**src/rtl/core/psa_pkg.sv**
```systemverilog
package psa_pkg;

  localparam logic [7:0] CH_NUL  = 8'h00;
  localparam logic [7:0] CH_LPAR = 8'h28;
  localparam logic [7:0] CH_RPAR = 8'h29;
  localparam logic [7:0] CH_0    = 8'h30;
  localparam logic [7:0] CH_9    = 8'h39;
  localparam logic [7:0] CH_N    = 8'h4E;
  localparam logic [7:0] CH_S    = 8'h53;
  localparam logic [7:0] CH_V    = 8'h56;
  localparam logic [7:0] CH_X    = 8'h58;

  localparam logic [2:0] CAT_ALPHA = 3'b001;
  localparam logic [2:0] CAT_NUM   = 3'b010;
  localparam logic [2:0] CAT_NAT   = 3'b100;

  localparam int unsigned MAX_SIG_DIGITS = 9;

  typedef struct packed {
    logic [7:0]  run_char;
    logic        run_open;
    logic [30:0] run_len;
    logic        in_count;
    logic [29:0] count_value;
    logic [3:0]  count_sig;
    logic [2:0]  category;
    logic        sign_seen;
    logic        point_seen;
    logic        symbol_seen;
    logic [30:0] digit_total;
    logic [30:0] scale_total;
    logic        failed;
    logic        content_ended;
  } st_t;

  typedef struct packed {
    logic        ok;
    logic [30:0] digit_count;
    logic [30:0] scale;
    logic        signed_flag;
    logic [2:0]  category;
  } res_t;

endpackage

```
**src/rtl/core/picture_string_analyzer.sv**
```systemverilog
// Picture string analyser.
// Input channel: in_ch carries one picture byte per transaction, in_is_last
// marks the final byte of a string. A transaction completes on a rising edge
// with in_valid high and in_stall low.
// Result channel: exactly one result per string, given for the byte with
// in_is_last set; out_ok, out_digit_count, out_scale, out_signed_flag and
// out_category, all zero, out_ok included, when the picture is invalid.
// Throughput: one byte per cycle while in_stall is low; each byte passes
// an input register, one update of the parse state and, for the final
// byte, the result register.
// Stall: a stalled result holds; further bytes keep flowing until the next
// final byte reaches the parse stage while the result register is still full,
// then in_stall rises.
// Reset: synchronous on rst_n low; the parse state, input and result stages
// are emptied and the block starts a fresh string.
module picture_string_analyzer #(
  parameter int MAX_LEN = 50
) (
  input  logic        clk,
  input  logic        rst_n,
  input  logic        in_valid,
  output logic        in_stall,
  input  logic [7:0]  in_ch,
  input  logic        in_is_last,
  output logic        out_valid,
  input  logic        out_stall,
  output logic        out_ok,
  output logic [30:0] out_digit_count,
  output logic [30:0] out_scale,
  output logic        out_signed_flag,
  output logic [2:0]  out_category
);

  localparam int CW = $clog2(MAX_LEN + 1);

  logic          s1_valid_r;
  logic [7:0]    s1_ch_r;
  logic          s1_last_r;
  psa_pkg::st_t  state_r;
  psa_pkg::st_t  state_nxt;
  logic [CW-1:0] char_count_r;
  logic [CW-1:0] char_count_nxt;
  psa_pkg::res_t res_nxt;
  psa_pkg::res_t res_r;
  logic          out_valid_r;
  logic          s1_adv;
  logic          in_take;

  assign s1_adv   = s1_valid_r && (!s1_last_r || !out_valid_r || !out_stall);
  assign in_stall = s1_valid_r && !s1_adv;
  assign in_take  = in_valid && !in_stall;

  psa_step #(
    .MAX_LEN (MAX_LEN),
    .CW      (CW)
  ) u_step (
    .st             (state_r),
    .char_count     (char_count_r),
    .ch             (s1_ch_r),
    .is_last        (s1_last_r),
    .st_nxt         (state_nxt),
    .char_count_nxt (char_count_nxt),
    .res            (res_nxt)
  );

  always_ff @(posedge clk) begin
    if (!rst_n) begin
      s1_valid_r   <= 1'b0;
      state_r      <= '0;
      char_count_r <= '0;
      out_valid_r  <= 1'b0;
    end else begin
      if (in_take) begin
        s1_valid_r <= 1'b1;
      end else if (s1_adv) begin
        s1_valid_r <= 1'b0;
      end
      if (s1_adv) begin
        state_r      <= state_nxt;
        char_count_r <= char_count_nxt;
      end
      if (s1_adv && s1_last_r) begin
        out_valid_r <= 1'b1;
      end else if (!out_stall) begin
        out_valid_r <= 1'b0;
      end
    end
  end

  always_ff @(posedge clk) begin
    if (in_take) begin
      s1_ch_r   <= in_ch;
      s1_last_r <= in_is_last;
    end
    if (s1_adv && s1_last_r) begin
      res_r <= res_nxt;
    end
  end

  assign out_valid       = out_valid_r;
  assign out_ok          = res_r.ok;
  assign out_digit_count = res_r.digit_count;
  assign out_scale       = res_r.scale;
  assign out_signed_flag = res_r.signed_flag;
  assign out_category    = res_r.category;

endmodule

```
**src/rtl/core/psa_step.sv**
```systemverilog
module psa_step #(
  parameter int MAX_LEN = 50,
  parameter int CW      = $clog2(MAX_LEN + 1)
) (
  input  psa_pkg::st_t  st,
  input  logic [CW-1:0] char_count,
  input  logic [7:0]    ch,
  input  logic          is_last,
  output psa_pkg::st_t  st_nxt,
  output logic [CW-1:0] char_count_nxt,
  output psa_pkg::res_t res
);

  function automatic psa_pkg::st_t add_to_run(psa_pkg::st_t s, logic [29:0] k);
    psa_pkg::st_t r;
    logic [31:0]  t;
    r = s;
    t = {1'b0, s.run_len} + {2'b00, k};
    if (t[31]) begin
      r.failed = 1'b1;
    end else begin
      r.run_len = t[30:0];
    end
    return r;
  endfunction

  function automatic psa_pkg::st_t classify(psa_pkg::st_t s);
    psa_pkg::st_t r;
    logic [31:0]  d;
    logic [31:0]  q;
    r = s;
    d = {1'b0, s.digit_total} + {1'b0, s.run_len};
    q = {1'b0, s.scale_total} + {1'b0, s.run_len};
    case (s.run_char)
      psa_pkg::CH_X, psa_pkg::CH_N: begin
        if (s.sign_seen || s.point_seen) begin
          r.failed = 1'b1;
        end else begin
          r.category = r.category | ((s.run_char == psa_pkg::CH_X) ?
                       (psa_pkg::CAT_ALPHA | psa_pkg::CAT_NUM) : psa_pkg::CAT_NAT);
          if (d[31]) begin
            r.failed = 1'b1;
          end else begin
            r.digit_total = d[30:0];
          end
          r.symbol_seen = 1'b1;
        end
      end
      psa_pkg::CH_9: begin
        r.category = r.category | psa_pkg::CAT_NUM;
        if (d[31]) begin
          r.failed = 1'b1;
        end else begin
          r.digit_total = d[30:0];
        end
        if (s.point_seen) begin
          if (q[31]) begin
            r.failed = 1'b1;
          end else begin
            r.scale_total = q[30:0];
          end
        end
        r.symbol_seen = 1'b1;
      end
      psa_pkg::CH_S: begin
        r.category = r.category | psa_pkg::CAT_NUM;
        if ((s.category & psa_pkg::CAT_ALPHA) != 3'b000 || s.sign_seen ||
            s.run_len > 31'd1 || s.symbol_seen) begin
          r.failed = 1'b1;
        end else begin
          r.sign_seen = 1'b1;
        end
      end
      psa_pkg::CH_V: begin
        r.category = r.category | psa_pkg::CAT_NUM;
        if ((s.category & psa_pkg::CAT_ALPHA) != 3'b000 || s.point_seen ||
            s.run_len > 31'd1) begin
          r.failed = 1'b1;
        end else begin
          r.point_seen  = 1'b1;
          r.symbol_seen = 1'b1;
        end
      end
      default: begin
        r.symbol_seen = 1'b1;
      end
    endcase
    return r;
  endfunction

  function automatic psa_pkg::st_t end_content(psa_pkg::st_t s);
    psa_pkg::st_t r;
    r = s;
    if (s.in_count) begin
      r.failed = 1'b1;
    end else if (s.run_open) begin
      r = classify(s);
    end
    r.run_open      = 1'b0;
    r.content_ended = 1'b1;
    return r;
  endfunction

  function automatic psa_pkg::st_t take_byte(psa_pkg::st_t s, logic [7:0] c);
    psa_pkg::st_t r;
    logic [7:0]   dv;
    logic [33:0]  m;
    logic [4:0]   sig;
    r   = s;
    dv  = c - psa_pkg::CH_0;
    m   = ({4'b0000, s.count_value} << 3) + ({4'b0000, s.count_value} << 1) +
          {30'd0, dv[3:0]};
    sig = {1'b0, s.count_sig} + 5'd1;
    if (c == psa_pkg::CH_NUL) begin
      r = end_content(s);
    end else if (s.in_count) begin
      if (c == psa_pkg::CH_RPAR) begin
        if (s.count_value == 30'd0) begin
          r.failed = 1'b1;
        end else begin
          r = add_to_run(s, s.count_value - 30'd1);
          r.in_count = 1'b0;
        end
      end else if (c inside {[psa_pkg::CH_0 : psa_pkg::CH_9]}) begin
        if (!(c == psa_pkg::CH_0 && s.count_sig == 4'd0)) begin
          r.count_sig = sig[3:0];
          if (sig > 5'(psa_pkg::MAX_SIG_DIGITS)) begin
            r.failed = 1'b1;
          end else begin
            r.count_value = m[29:0];
          end
        end
      end else begin
        r.failed = 1'b1;
      end
    end else if (s.run_open && c == s.run_char) begin
      r = add_to_run(s, 30'd1);
    end else if (s.run_open && c == psa_pkg::CH_LPAR) begin
      r.in_count    = 1'b1;
      r.count_value = 30'd0;
      r.count_sig   = 4'd0;
    end else begin
      if (s.run_open) begin
        r = classify(s);
      end
      if (!r.failed) begin
        r.run_char = c;
        r.run_open = 1'b1;
        r.run_len  = 31'd1;
      end
    end
    return r;
  endfunction

  psa_pkg::st_t  s;
  logic [CW-1:0] cnt;

  always_comb begin
    s   = st;
    cnt = char_count;
    if (cnt >= CW'(MAX_LEN)) begin
      s.failed = 1'b1;
    end else begin
      cnt = cnt + CW'(1);
    end
    if (!s.failed && !s.content_ended) begin
      s = take_byte(s, ch);
    end
    res = '0;
    st_nxt         = s;
    char_count_nxt = cnt;
    if (is_last) begin
      if (!s.failed && !s.content_ended) begin
        s = end_content(s);
      end
      if (!s.failed) begin
        res.ok          = 1'b1;
        res.digit_count = s.digit_total;
        res.scale       = s.scale_total;
        res.signed_flag = s.sign_seen;
        res.category    = s.category;
      end
      st_nxt         = '0;
      char_count_nxt = '0;
    end
  end

endmodule
```
**config.mk**
```make
export PLATFORM = sky130hd
export DESIGN_NAME = picture_string_analyzer
export DESIGN_NICKNAME = d
export VERILOG_FILES = /design/src/rtl/core/psa_pkg.sv /design/src/rtl/core/picture_string_analyzer.sv /design/src/rtl/core/psa_step.sv
export SDC_FILE = /design/constraint.sdc
export NUM_CORES = 1
export LEC_CHECK = 0
export BUFFER_PORTS_ARGS = -buffer_cell sky130_fd_sc_hd__buf_2
export CORE_ASPECT_RATIO = 1.2
export CORE_MARGIN = 2
export CORE_UTILIZATION = 27
export DETAILED_ROUTE_END_ITERATION = 8
export GPL_TIMING_DRIVEN = 0
export PLACE_DENSITY_LB_ADDON = 0.15
export SYNTH_ARGS = -nofsm -noshare
export SYNTH_HDL_FRONTEND = slang
export SYNTH_SLANG_ARGS = --single-unit
```
**constraint.sdc**
```tcl
create_clock -name clk -period 12.2 [get_ports clk]
set_input_delay 0.61 -clock clk [delete_from_list [all_inputs] [get_ports clk]]
set_output_delay 0.61 -clock clk [all_outputs]
set_load 0.02 [all_outputs]
```
==> flow_metrics.env, run 1 <==
export IMPL_outcome="finished, violations left"
export IMPL_violations="max-capacitance violations, max-slew violations"
export IMPL_start_util_pct=27.3
export IMPL_cts_root_buf="clkbuf_16"
export IMPL_period_minus_slack_ns=11.63
export IMPL_synth_top_family_by_area="compound AO/OA/AOI/OAI gates"
export IMPL_cpMaxStageDelayCell="nor3_1"
export IMPL_r2r_end="out_scale[30]"
export IMPL_antenna_found_initial=0
export IMPL_synth_seq_cells=229
export IMPL_synth_edff_count=76
export IMPL_cts_buffers=29
export IMPL_synthCells=2667
export IMPL_maxSlewViolCount=1
export IMPL_synth_area_leaders="dfxtp_1 14%, ha_1 13%, edfxtp_1 11%"
export IMPL_placed_cells=3790
export IMPL_syn_num_nets=2903
export IMPL_row_count=113
export IMPL_track_usage_pct=20.5
export IMPL_syn_area_um2=21600
export IMPL_drive_gt1_share_pct=8.51
export IMPL_final_common_cell="ha_1"
export IMPL_port_buffers=80
export IMPL_synth_largest_area_cell="dfxtp_1"
export IMPL_rrSetupSlack_ns=0.57
export IMPL_die_h_um=314
export IMPL_synth_cell_types=86
export IMPL_synth_warning_count=0
export IMPL_drt_wl_total_um=87500
export IMPL_synth_area_per_cell_um2=8.10
export IMPL_dpl_hpwl_um=69100
export IMPL_worstHoldStart="in_ch[6]"
export IMPL_r2r_worst_path_cells=27
export IMPL_fin_crit_sh_pct=95.4
export IMPL_synth_seq_area_share_pct=24.7
export IMPL_first_iter_violations=1330
export IMPL_finish_instance_area_um2=24600
export IMPL_clockBufferDepth=3
export IMPL_cp_required_ns=12.51
export IMPL_finalHoldViolations=0
export IMPL_synthFlopType="dfxtp_1"
export IMPL_dpl_instance_area_um2=23400
export IMPL_setup_violations=0
export IMPL_crit_path_end_kind="flip-flop"
export IMPL_ant_nets=0
export IMPL_vias=20900
export IMPL_synthMuxAreaShare_pct=4.08
export IMPL_clk_pin_slew_ns=0.06
export IMPL_hp_class="input pin to flip-flop"
export IMPL_io_pins=82
export IMPL_whs_ns=0.197
export IMPL_finClkSkew_ns=0.0162
export IMPL_grt_overflow_total=0
export IMPL_synth_xor_area_share_pct=7.78
export IMPL_multiInputGateArea_um2=15500
export IMPL_p_leak_nw=10.5
export IMPL_fillers=8436
export IMPL_critPathLaunchType="flip-flop"
export IMPL_grt_max_degree=68
export IMPL_grt_pass1_wl_um=130000
export IMPL_hold_depth=1
export IMPL_ir_drop_mv=0.120
export IMPL_finalPower_mw=1.94
export IMPL_coreArea_um2=79200
export IMPL_r2r_start="state_r[106]"
export IMPL_rsz0062_at_grt="false"
export IMPL_worst_path_max_fanout=11
export IMPL_clock_latency_ns=0.59
export IMPL_wire_per_inst_um=22.8
export IMPL_synthAdderAreaFrac_pct=13.2
export IMPL_hold_end="s1_ch_r[6]"
export IMPL_syn_to_final_growth_pct=13.8
export IMPL_p_per_area_nw_per_um2=78.8
export IMPL_drc=0
export IMPL_cts_setup_buffers=0
export IMPL_synth_compound_area_share_pct=24.6
export IMPL_cpLargestDelayFamily="compound AO/OA/AOI/OAI gates"
export IMPL_cp_arrival_ns=11.95
export IMPL_clock_fmax_mhz=86.0
export IMPL_stdcell_count=3844
export IMPL_path_buf_inv=3
export IMPL_fp_dieW_um=262
export IMPL_cts_tree="built"
export IMPL_h_tree_depth=1
export IMPL_maxCapViolations=2
export IMPL_grt_pass1_vias=20500
export IMPL_cp_common_cell="a211oi_1"
export IMPL_seqCellArea_um2=5350
export IMPL_nets=3022
export IMPL_final_cell_mix="216 x ha_1, 211 x a21oi_1, 195 x nand2_1"
export IMPL_slew_headroom_pct=-0.424
export IMPL_synthArstFlopShare_pct=0
export IMPL_gp_congestion=0.932
export IMPL_yosys_area_top_type_share_pct=14.2
export IMPL_via_per_inst=5.43
export IMPL_drtPass1Iterations=8
export IMPL_dieArea_um2=82300
export IMPL_max_stage_delay_ns=0.80
export IMPL_diodes=0
export IMPL_worstSetupPathType="flip-flop to flip-flop"
export IMPL_postCtsHoldBufs=0
export IMPL_synth_simple_area_share_pct=21.9
export IMPL_worst_pin_slew_ns=1.50
export IMPL_cts_sinks=229
[per-layer routing]
| layer | routed length [um] | track usage [%] |
|---|---|---|
| met5 | 0 | 0 |
| met4 | 4140 | 9.07 |
| met2 | 41900 | 36.1 |
| met1 | 37900 | 25.5 |
| met3 | 3610 | 1.71 |
[flip-flops by register name, summed over array words and instances (netlist names)]
signal           flops
s1_ch_r              8
out_signed_flag      1
out_category         3
state_r            145
s1_valid_r           1
out_valid            1
s1_last_r            1
char_count_r         6
out_digit_count     31
out_ok               1
out_scale           31
[cell type report]
cell class | instances | area share (%)
Inverter | 79 | 1.22
Sequential cell | 229 | 21.7
Multi-Input combinational cell | 2234 | 63.1
Buffer | 125 | 2.08
Clock buffer | 38 | 3.51
Tap cell | 1035 | 5.27
Clock inverter | 16 | 1.08
Timing Repair Buffer | 88 | 2.01
[synthesized netlist by cell type (all sizes together) (29+ instances only)]
| cell | n |
|---|---|
| a21o | 64 |
| a21oi | 241 |
| a22oi | 126 |
| a31oi | 35 |
| clkbuf | 106 |
| dfxtp | 153 |
| edfxtp | 76 |
| ha | 216 |
| inv | 79 |
| mux2 | 32 |
| mux2i | 52 |
| nand2 | 195 |
| nand2b | 38 |
| nand3 | 84 |
| nor2 | 171 |
| nor2b | 146 |
| nor3 | 90 |
| nor4 | 29 |
| o21ai | 156 |
| xnor2 | 115 |
| xor2 | 77 |
[metrics by stage]
stage                     setup TNS (ns)  setup WS (ns)  util (%)
after floorplan                        0           3.91         -
after global routing                   0         0.0253      31.1
after detailed placement          -19.77         -0.650      29.6
after CTS                              0          0.164      31.0
after global placement            -20.88         -0.654      29.4
final                                  0          0.565      31.1
[repair_timing]
item | in CTS | in global routing
endpoints found under the setup margin | 58 | 52
cloned | 0 | 0
endpoints found under the hold margin | 0 | 0
pin swaps | 0 | 0
resized for setup | 3 | 3
[kinds of logic after synthesis]
kind of cell / count (synthesis)
AND/OR/NAND/NOR: 916
AO/OA/AOI/OAI: 819
adder cells (fa/ha/maj): 223
XOR/XNOR: 192
flip-flops: 229
multiplexers: 84
buffers and inverters: 204
[worst max path at each step]
stage	start	end	slack [ns]	cells after the start
2_1_floorplan	state_r[81]	out_digit_count[11]	3.91	33
3_3_place_gp	state_r[76]	out_digit_count[1]	-0.65	33
3_5_place_dp	state_r[76]	out_digit_count[12]	-0.65	33
4_1_cts	state_r[76]	out_scale[30]	0.16	32
5_1_grt	state_r[81]	out_scale[30]	0.03	33
6_report	state_r[106]	out_scale[30]	0.57	27
[where the power goes]
group / total, mW / internal [mW] / leakage, nW / switching (mW)
sequential: 0.801 / 0.793 / 2.00 / 0.00826
combinational: 0.109 / 0.0309 / 7.93 / 0.0782
clock: 1.03 / 0.645 / 0.558 / 0.383
[worst register-to-register path, stage by stage (launching register included)]
cell,delay (ns)
dfxtp_1,0.56
inv_1,0.51
ha_1,0.24
o211ai_1,0.10
nor3_1,0.80
a21oi_1,0.48
a2111o_1,0.56
o31ai_1,0.78
nand3_1,0.51
clkbuf_1,0.48
a31oi_1,0.28
o211ai_1,0.39
ha_1,0.45
a211oi_1,0.33
o21a_1,0.22
nor3_1,0.08
a211oi_1,0.46
a211oi_1,0.23
o41ai_1,0.74
a211oi_1,0.21
o22ai_1,0.32
nor2_1,0.07
o21ai_0,0.32
o21a_1,0.37
nand3_1,0.65
clkbuf_1,0.53
mux2i_1,0.64
a21oi_2,0.05
Note: power is estimated with default switching activity, not from simulation.
==> inputs of run 2 (changes only) <==
==> constraint.sdc (replaced) <==
create_clock -name clk -period 11.41 [get_ports clk]
set_input_delay 0.5705 -clock clk [delete_from_list [all_inputs] [get_ports clk]]
set_output_delay 0.5705 -clock clk [all_outputs]
set_load 0.02 [all_outputs]
==> run 2 against run 1 <==
Against the previous run: the flow finishes with violations (max-capacitance violations); critical endpoint unchanged; clock skew increased by 0.0034 ns; via count about the same; worst hold slack got worse by 0.045 ns; combinational power increased by 7%; clock-buffer cell count unchanged; sequential power increased by 7.0%; total power increased by 7.0%.
==> flow_metrics.env, run 2 (synthesized netlist as in run 1, its figures left out) <==
export IMPL_cp_arrival_ns=11.17
export IMPL_violations="max-capacitance violations"
export IMPL_r2r_worst_path_cells=27
export IMPL_hold_depth=1
export IMPL_rrSetupSlack_ns=0.55
export IMPL_switching_share_pct=24.3
export IMPL_clk_pin_slew_ns=0.06
export IMPL_worst_pin_slew_ns=1.49
export IMPL_dieArea_um2=82300
export IMPL_port_buffers=80
export IMPL_placed_cells=3790
export IMPL_dpl_hpwl_um=69100
export IMPL_p_comb_share_pct=5.7
export IMPL_clock_fmax_mhz=92.1
export IMPL_cts_tree="built"
export IMPL_finalHoldViolations=0
export IMPL_worstSetupPathType="flip-flop to flip-flop"
export IMPL_nets=3024
export IMPL_seqPwrFrac_pct=41.3
export IMPL_p_int_mw=1.57
export IMPL_grt_overflow_total=0
export IMPL_first_iter_violations=1360
export IMPL_antenna_found_initial=0
export IMPL_outcome="finished, violations left"
export IMPL_cts_buffers=29
export IMPL_critPathLaunchType="flip-flop"
export IMPL_largest_reg_flops=145
export IMPL_die_h_um=314
export IMPL_io_pins=82
export IMPL_stdcell_count=3846
export IMPL_hp_class="input pin to flip-flop"
export IMPL_rsz0062_at_grt="false"
export IMPL_start_util_pct=27.3
export IMPL_crit_end="out_scale[30]"
export IMPL_grt_pass1_vias=20600
export IMPL_p_sw_mw=0.503
export IMPL_h_tree_depth=1
export IMPL_r2r_end="out_scale[30]"
export IMPL_fp_dieW_um=262
export IMPL_wire_per_inst_um=22.8
export IMPL_period_minus_slack_ns=10.86
export IMPL_final_cell_mix="216 x ha_1, 210 x a21oi_1, 195 x nand2_1"
export IMPL_track_usage_pct=20.5
export IMPL_diodes=0
export IMPL_drt_wl_total_um=87500
export IMPL_slew_headroom_pct=0.678
export IMPL_crit_path_end_kind="flip-flop"
export IMPL_drive_gt1_share_pct=8.86
export IMPL_cts_root_buf="clkbuf_16"
export IMPL_crit_start="state_r[106]"
export IMPL_pwr_share_clk_pct=53.1
export IMPL_vias=20900
export IMPL_final_core_util_pct=31.1
export IMPL_grt_pass1_wl_um=130000
export IMPL_worst_path_max_fanout=11
export IMPL_drc=0
export IMPL_gp_congestion=0.932
export IMPL_row_count=113
export IMPL_cp_required_ns=11.73
export IMPL_clock_latency_ns=0.59
export IMPL_maxCapViolations=1
export IMPL_fin_crit_sh_pct=95.1
export IMPL_r2r_start="state_r[106]"
export IMPL_top_register="state_r"
export IMPL_ant_nets=0
export IMPL_drtPass1Iterations=6
export IMPL_final_common_cell="ha_1"
export IMPL_finalPower_mw=2.07
export IMPL_via_per_inst=5.43
export IMPL_cts_sinks=229
export IMPL_coreArea_um2=79200
export IMPL_setup_violations=0
export IMPL_maxSlewViolCount=0
export IMPL_p_leak_nw=10.5
export IMPL_clockBufferDepth=3
export IMPL_p_per_area_nw_per_um2=84.2
export IMPL_syn_to_final_growth_pct=14.0
export IMPL_ir_drop_mv=0.130
export IMPL_grt_max_degree=68
export IMPL_finClkSkew_ns=0.0196
## run 2: per-layer routing
layer | part of all wire (%) | global-route usage (%) | routed length [um] | up-vias
met5 | 0 | 0 | 0 | -
met4 | 4.7 | 9.01 | 4140 | 0
met3 | 4.2 | 1.72 | 3720 | 148
met2 | 48 | 36.2 | 41900 | 554
met1 | 43 | 25.4 | 37800 | 10000
li1 | - | - | - | 10200
## run 2: layout make-up
class,instances,area (um2)
Clock buffer,38,863
Tap cell,1035,1290
Timing Repair Buffer,90,510
Fill cell,8432,54500
Clock inverter,16,267
Multi-Input combinational cell,2234,15500
Buffer,125,513
Sequential cell,229,5350
Inverter,79,299
## run 2: worst min-delay path by stage
stage	start	to	slack, ns
finish	in_ch[6]	s1_ch_r[6]	0.15
global route	in_ch[7]	s1_ch_r[7]	0.12
CTS	in_ch[7]	s1_ch_r[7]	0.12
detailed placement	char_count_r[5]	char_count_r[5]	0.50
global placement	out_valid	out_valid	0.48
floorplan	char_count_r[5]	char_count_r[5]	0.46
## run 2: per-stage QoR
step           cell area [um2]  setup slack, ns  hold WS [ns]  setup TNS, ns
2_1_floorplan            21600             3.12         0.460              0
3_3_place_gp             23300            -1.44         0.482         -73.30
3_5_place_dp             23400            -1.44         0.495         -71.86
4_1_cts                  24600           0.0112         0.120              0
5_1_grt                  24600           0.0390         0.123              0
6_report                 24600            0.554         0.153              0
## run 2: power groups by stage
stage                     clock (mW)  sequential [mW]  combinational [mW]
after floorplan                    0            0.876              0.0661
after global placement             0            0.875               0.114
after detailed placement           0            0.875               0.117
after CTS                       1.13            0.857               0.118
after global routing            1.16            0.857               0.126
final                           1.10            0.857               0.117
## run 2: repair_timing
| item | CTS | global route |
|---|---|---|
| pin swaps | 0 | 1 |
| buffers inserted | 0 | 2 |
| setup endpoints to repair | 67 | 61 |
| resized for setup | 10 | 5 |
| hold endpoints to repair | 0 | 0 |
| hold buffers | 0 | 0 |
## run 2: critical path: stages, from the launching register on
cell and delay (ns):
dfxtp_1 0.57, inv_1 0.49, ha_1 0.23, o211ai_1 0.12
nor3_2 0.52, a21oi_1 0.40, a2111o_1 0.53, o31ai_1 0.82
nand3_1 0.52, clkbuf_1 0.48, a31oi_1 0.27, o211ai_1 0.39
ha_1 0.53, o21ai_0 0.27, o21a_1 0.18, nor3_1 0.07
a211oi_1 0.45, a211oi_1 0.24, o41ai_2 0.52, a211oi_1 0.18
o22ai_1 0.31, nor2_1 0.07, o21ai_0 0.32, o21a_1 0.42
nand3_2 0.44, clkbuf_1 0.47, mux2i_1 0.64, a21oi_2 0.05
==> inputs of run 3 (changes only) <==
==> constraint.sdc (replaced) <==
create_clock -name clk -period 8.9 [get_ports clk]
set_input_delay 0.445 -clock clk [delete_from_list [all_inputs] [get_ports clk]]
set_output_delay 0.445 -clock clk [all_outputs]
set_load 0.02 [all_outputs]
==> run 3 against run 2 <==
Against the previous run: the run still ends with max-capacitance violations left; combinational power increased by 35%; fmax grew 27%; critical path depth rose by 6; flip-flop and latch count unchanged; sequential share of layout area is 0.54 points lower; final area is 2.6% higher.
==> flow_metrics.env, run 3 (synthesized netlist as in run 1, its figures left out) <==
export IMPL_max_stage_delay_ns=0.58
export IMPL_start_util_pct=27.3
export IMPL_coreArea_um2=79200
export IMPL_grt_overflow_total=0
export IMPL_worstSetupPathType="flip-flop to flip-flop"
export IMPL_setup_violations=0
export IMPL_wire_per_inst_um=22.8
export IMPL_critPathLaunchType="flip-flop"
export IMPL_dp_slack_ns=-3.95
export IMPL_fin_ws_ns=0.319
export IMPL_finalHoldViolations=0
export IMPL_row_count=113
export IMPL_dieArea_um2=82300
export IMPL_rsz0062_at_grt="false"
export IMPL_cp_common_cell="buf_4"
export IMPL_maxSlewViolCount=0
export IMPL_final_core_util_pct=31.9
export IMPL_drive_gt1_share_pct=11.4
export IMPL_cp_arrival_ns=8.91
export IMPL_ir_drop_mv=0.165
export IMPL_p_leak_nw=10.8
export IMPL_seqPwrFrac_pct=41.2
export IMPL_io_pins=82
export IMPL_crit_cells=33
export IMPL_nets=3049
export IMPL_stdcell_count=3871
export IMPL_ant_nets=0
export IMPL_drt_wl_total_um=88400
export IMPL_clock_fmax_mhz=117
export IMPL_cts_root_buf="clkbuf_16"
export IMPL_fillers=8388
export IMPL_first_iter_violations=1433
export IMPL_period_minus_slack_ns=8.58
export IMPL_diodes=0
export IMPL_pwr_share_clk_pct=52.9
export IMPL_grt_pass1_vias=20800
export IMPL_cpMaxStageDelayCell="or4_4"
export IMPL_maxCapViolations=1
export IMPL_p_int_mw=2.02
export IMPL_cp_required_ns=9.23
export IMPL_top_register="state_r"
export IMPL_cts_buffers=29
export IMPL_p_per_area_nw_per_um2=106
export IMPL_whs_ns=0.0358
export IMPL_gp_congestion=0.932
export IMPL_placed_cells=3790
export IMPL_final_common_cell="ha_1"
export IMPL_hp_class="input pin to flip-flop"
export IMPL_grt_pass1_wl_um=131000
export IMPL_worst_pin_slew_ns=1.47
export IMPL_fp_dieW_um=262
export IMPL_syn_to_final_growth_pct=17.0
export IMPL_clock_latency_ns=0.59
export IMPL_switching_share_pct=24.3
export IMPL_cts_sinks=229
export IMPL_die_h_um=314
export IMPL_final_cell_mix="214 x ha_1, 209 x a21oi_1, 194 x nand2_1"
export IMPL_outcome="finished, violations left"
export IMPL_largest_reg_flops=145
export IMPL_p_comb_share_pct=5.9
export IMPL_drtPass1Iterations=5
export IMPL_hold_depth=1
export IMPL_vias=21000
export IMPL_worst_path_max_fanout=10
export IMPL_track_usage_pct=20.7
export IMPL_port_buffers=80
export IMPL_finClkSkew_ns=0.0155
export IMPL_dpl_hpwl_um=69100
export IMPL_drc=0
export IMPL_clk_pin_slew_ns=0.06
export IMPL_slew_headroom_pct=1.25
export IMPL_via_per_inst=5.43
export IMPL_grt_max_degree=68
export IMPL_crit_path_end_kind="flip-flop"
export IMPL_antenna_found_initial=0
export IMPL_h_tree_depth=1
export IMPL_violations="max-capacitance violations"
export IMPL_p_sw_mw=0.647
export IMPL_cts_tree="built"
export IMPL_path_buf_inv=6
export IMPL_fin_crit_sh_pct=96.4
export IMPL_r2r_worst_path_cells=33
export IMPL_clockBufferDepth=3
export IMPL_cpLargestDelayFamily="simple AND/OR/NAND/NOR gates"
run 3: cell types whose count changed in the layout (fill, tap and decap cells not counted), sizes merged:
cell	delta
buf	+26
clkbuf	-6
clkinvlp	+1
dlygate4sd3	+5
inv	-1
run 3: path summary, 6_finish.rpt:
| kind | start | to | slack, ns |
|---|---|---|---|
| worst max register to register | state_r[88] | out_scale[30] | 0.32 |
| worst max-delay path | state_r[88] | out_scale[30] | 0.32 |
| worst min-delay path | in_is_last | s1_last_r | 0.04 |
| worst min register to register | state_r[68] | state_r[68] | 0.50 |
run 3: area by class of cell:
type	instances	area [um2]	share of cell area [%]
multi-input cells	2234	15900	62.8
flip-flops and latches	229	5350	21.2
well taps	1035	1290	5.12
clock buffers	38	863	3.42
repair buffers	117	763	3.02
plain buffers	123	554	2.19
inverters	79	303	1.20
clock inverters	16	267	1.05
run 3: power by group through the flow:
| stage | Combinational, mW | Sequential (mW) | Clock (mW) |
|---|---|---|---|
| 6_report | 0.158 | 1.10 | 1.41 |
| 5_1_grt | 0.169 | 1.10 | 1.49 |
| 4_1_cts | 0.158 | 1.10 | 1.45 |
| 3_5_place_dp | 0.150 | 1.12 | 0 |
| 3_3_place_gp | 0.147 | 1.12 | 0 |
| 2_1_floorplan | 0.0848 | 1.12 | 0 |
run 3: per-layer routing:
layer / global-route usage, % / vias up / part of all wire [%]
met4: 8.99 / 0 / 4.7
met5: 0 / - / 0
met3: 1.51 / 150 / 3.7
met1: 25.7 / 10100 / 44
met2: 36.6 / 554 / 48
li1: - / 10200 / -
run 3: through the flow:
| stage | area [um2] | power (mW) | setup TNS (ns) |
|---|---|---|---|
| 5_1_grt | 25300 | 2.76 | 0 |
| 2_1_floorplan | 21600 | 1.21 | 0 |
| 3_3_place_gp | 23300 | 1.27 | -241.47 |
| 6_report | 25300 | 2.67 | 0 |
| 4_1_cts | 25100 | 2.71 | 0 |
| 3_5_place_dp | 23400 | 1.27 | -240.03 |
run 3: worst reg2reg max path, delay by kind of cell (launching register included):
kind	cells	cell delay, ns
compound gates	11	2.24
xor+xnor	1	0.27
fa+ha+maj	2	0.71
buf+inv	6	1.20
flops	1	0.40
mux	2	0.84
simple gates	11	2.69
run 3: repair_timing:
action,in CTS,in global routing
setup endpoints to repair,67,67
pin swaps,16,7
gates resized for setup,76,37
endpoints found under the hold margin,5,0
buffers inserted,18,6
hold buffers,5,0
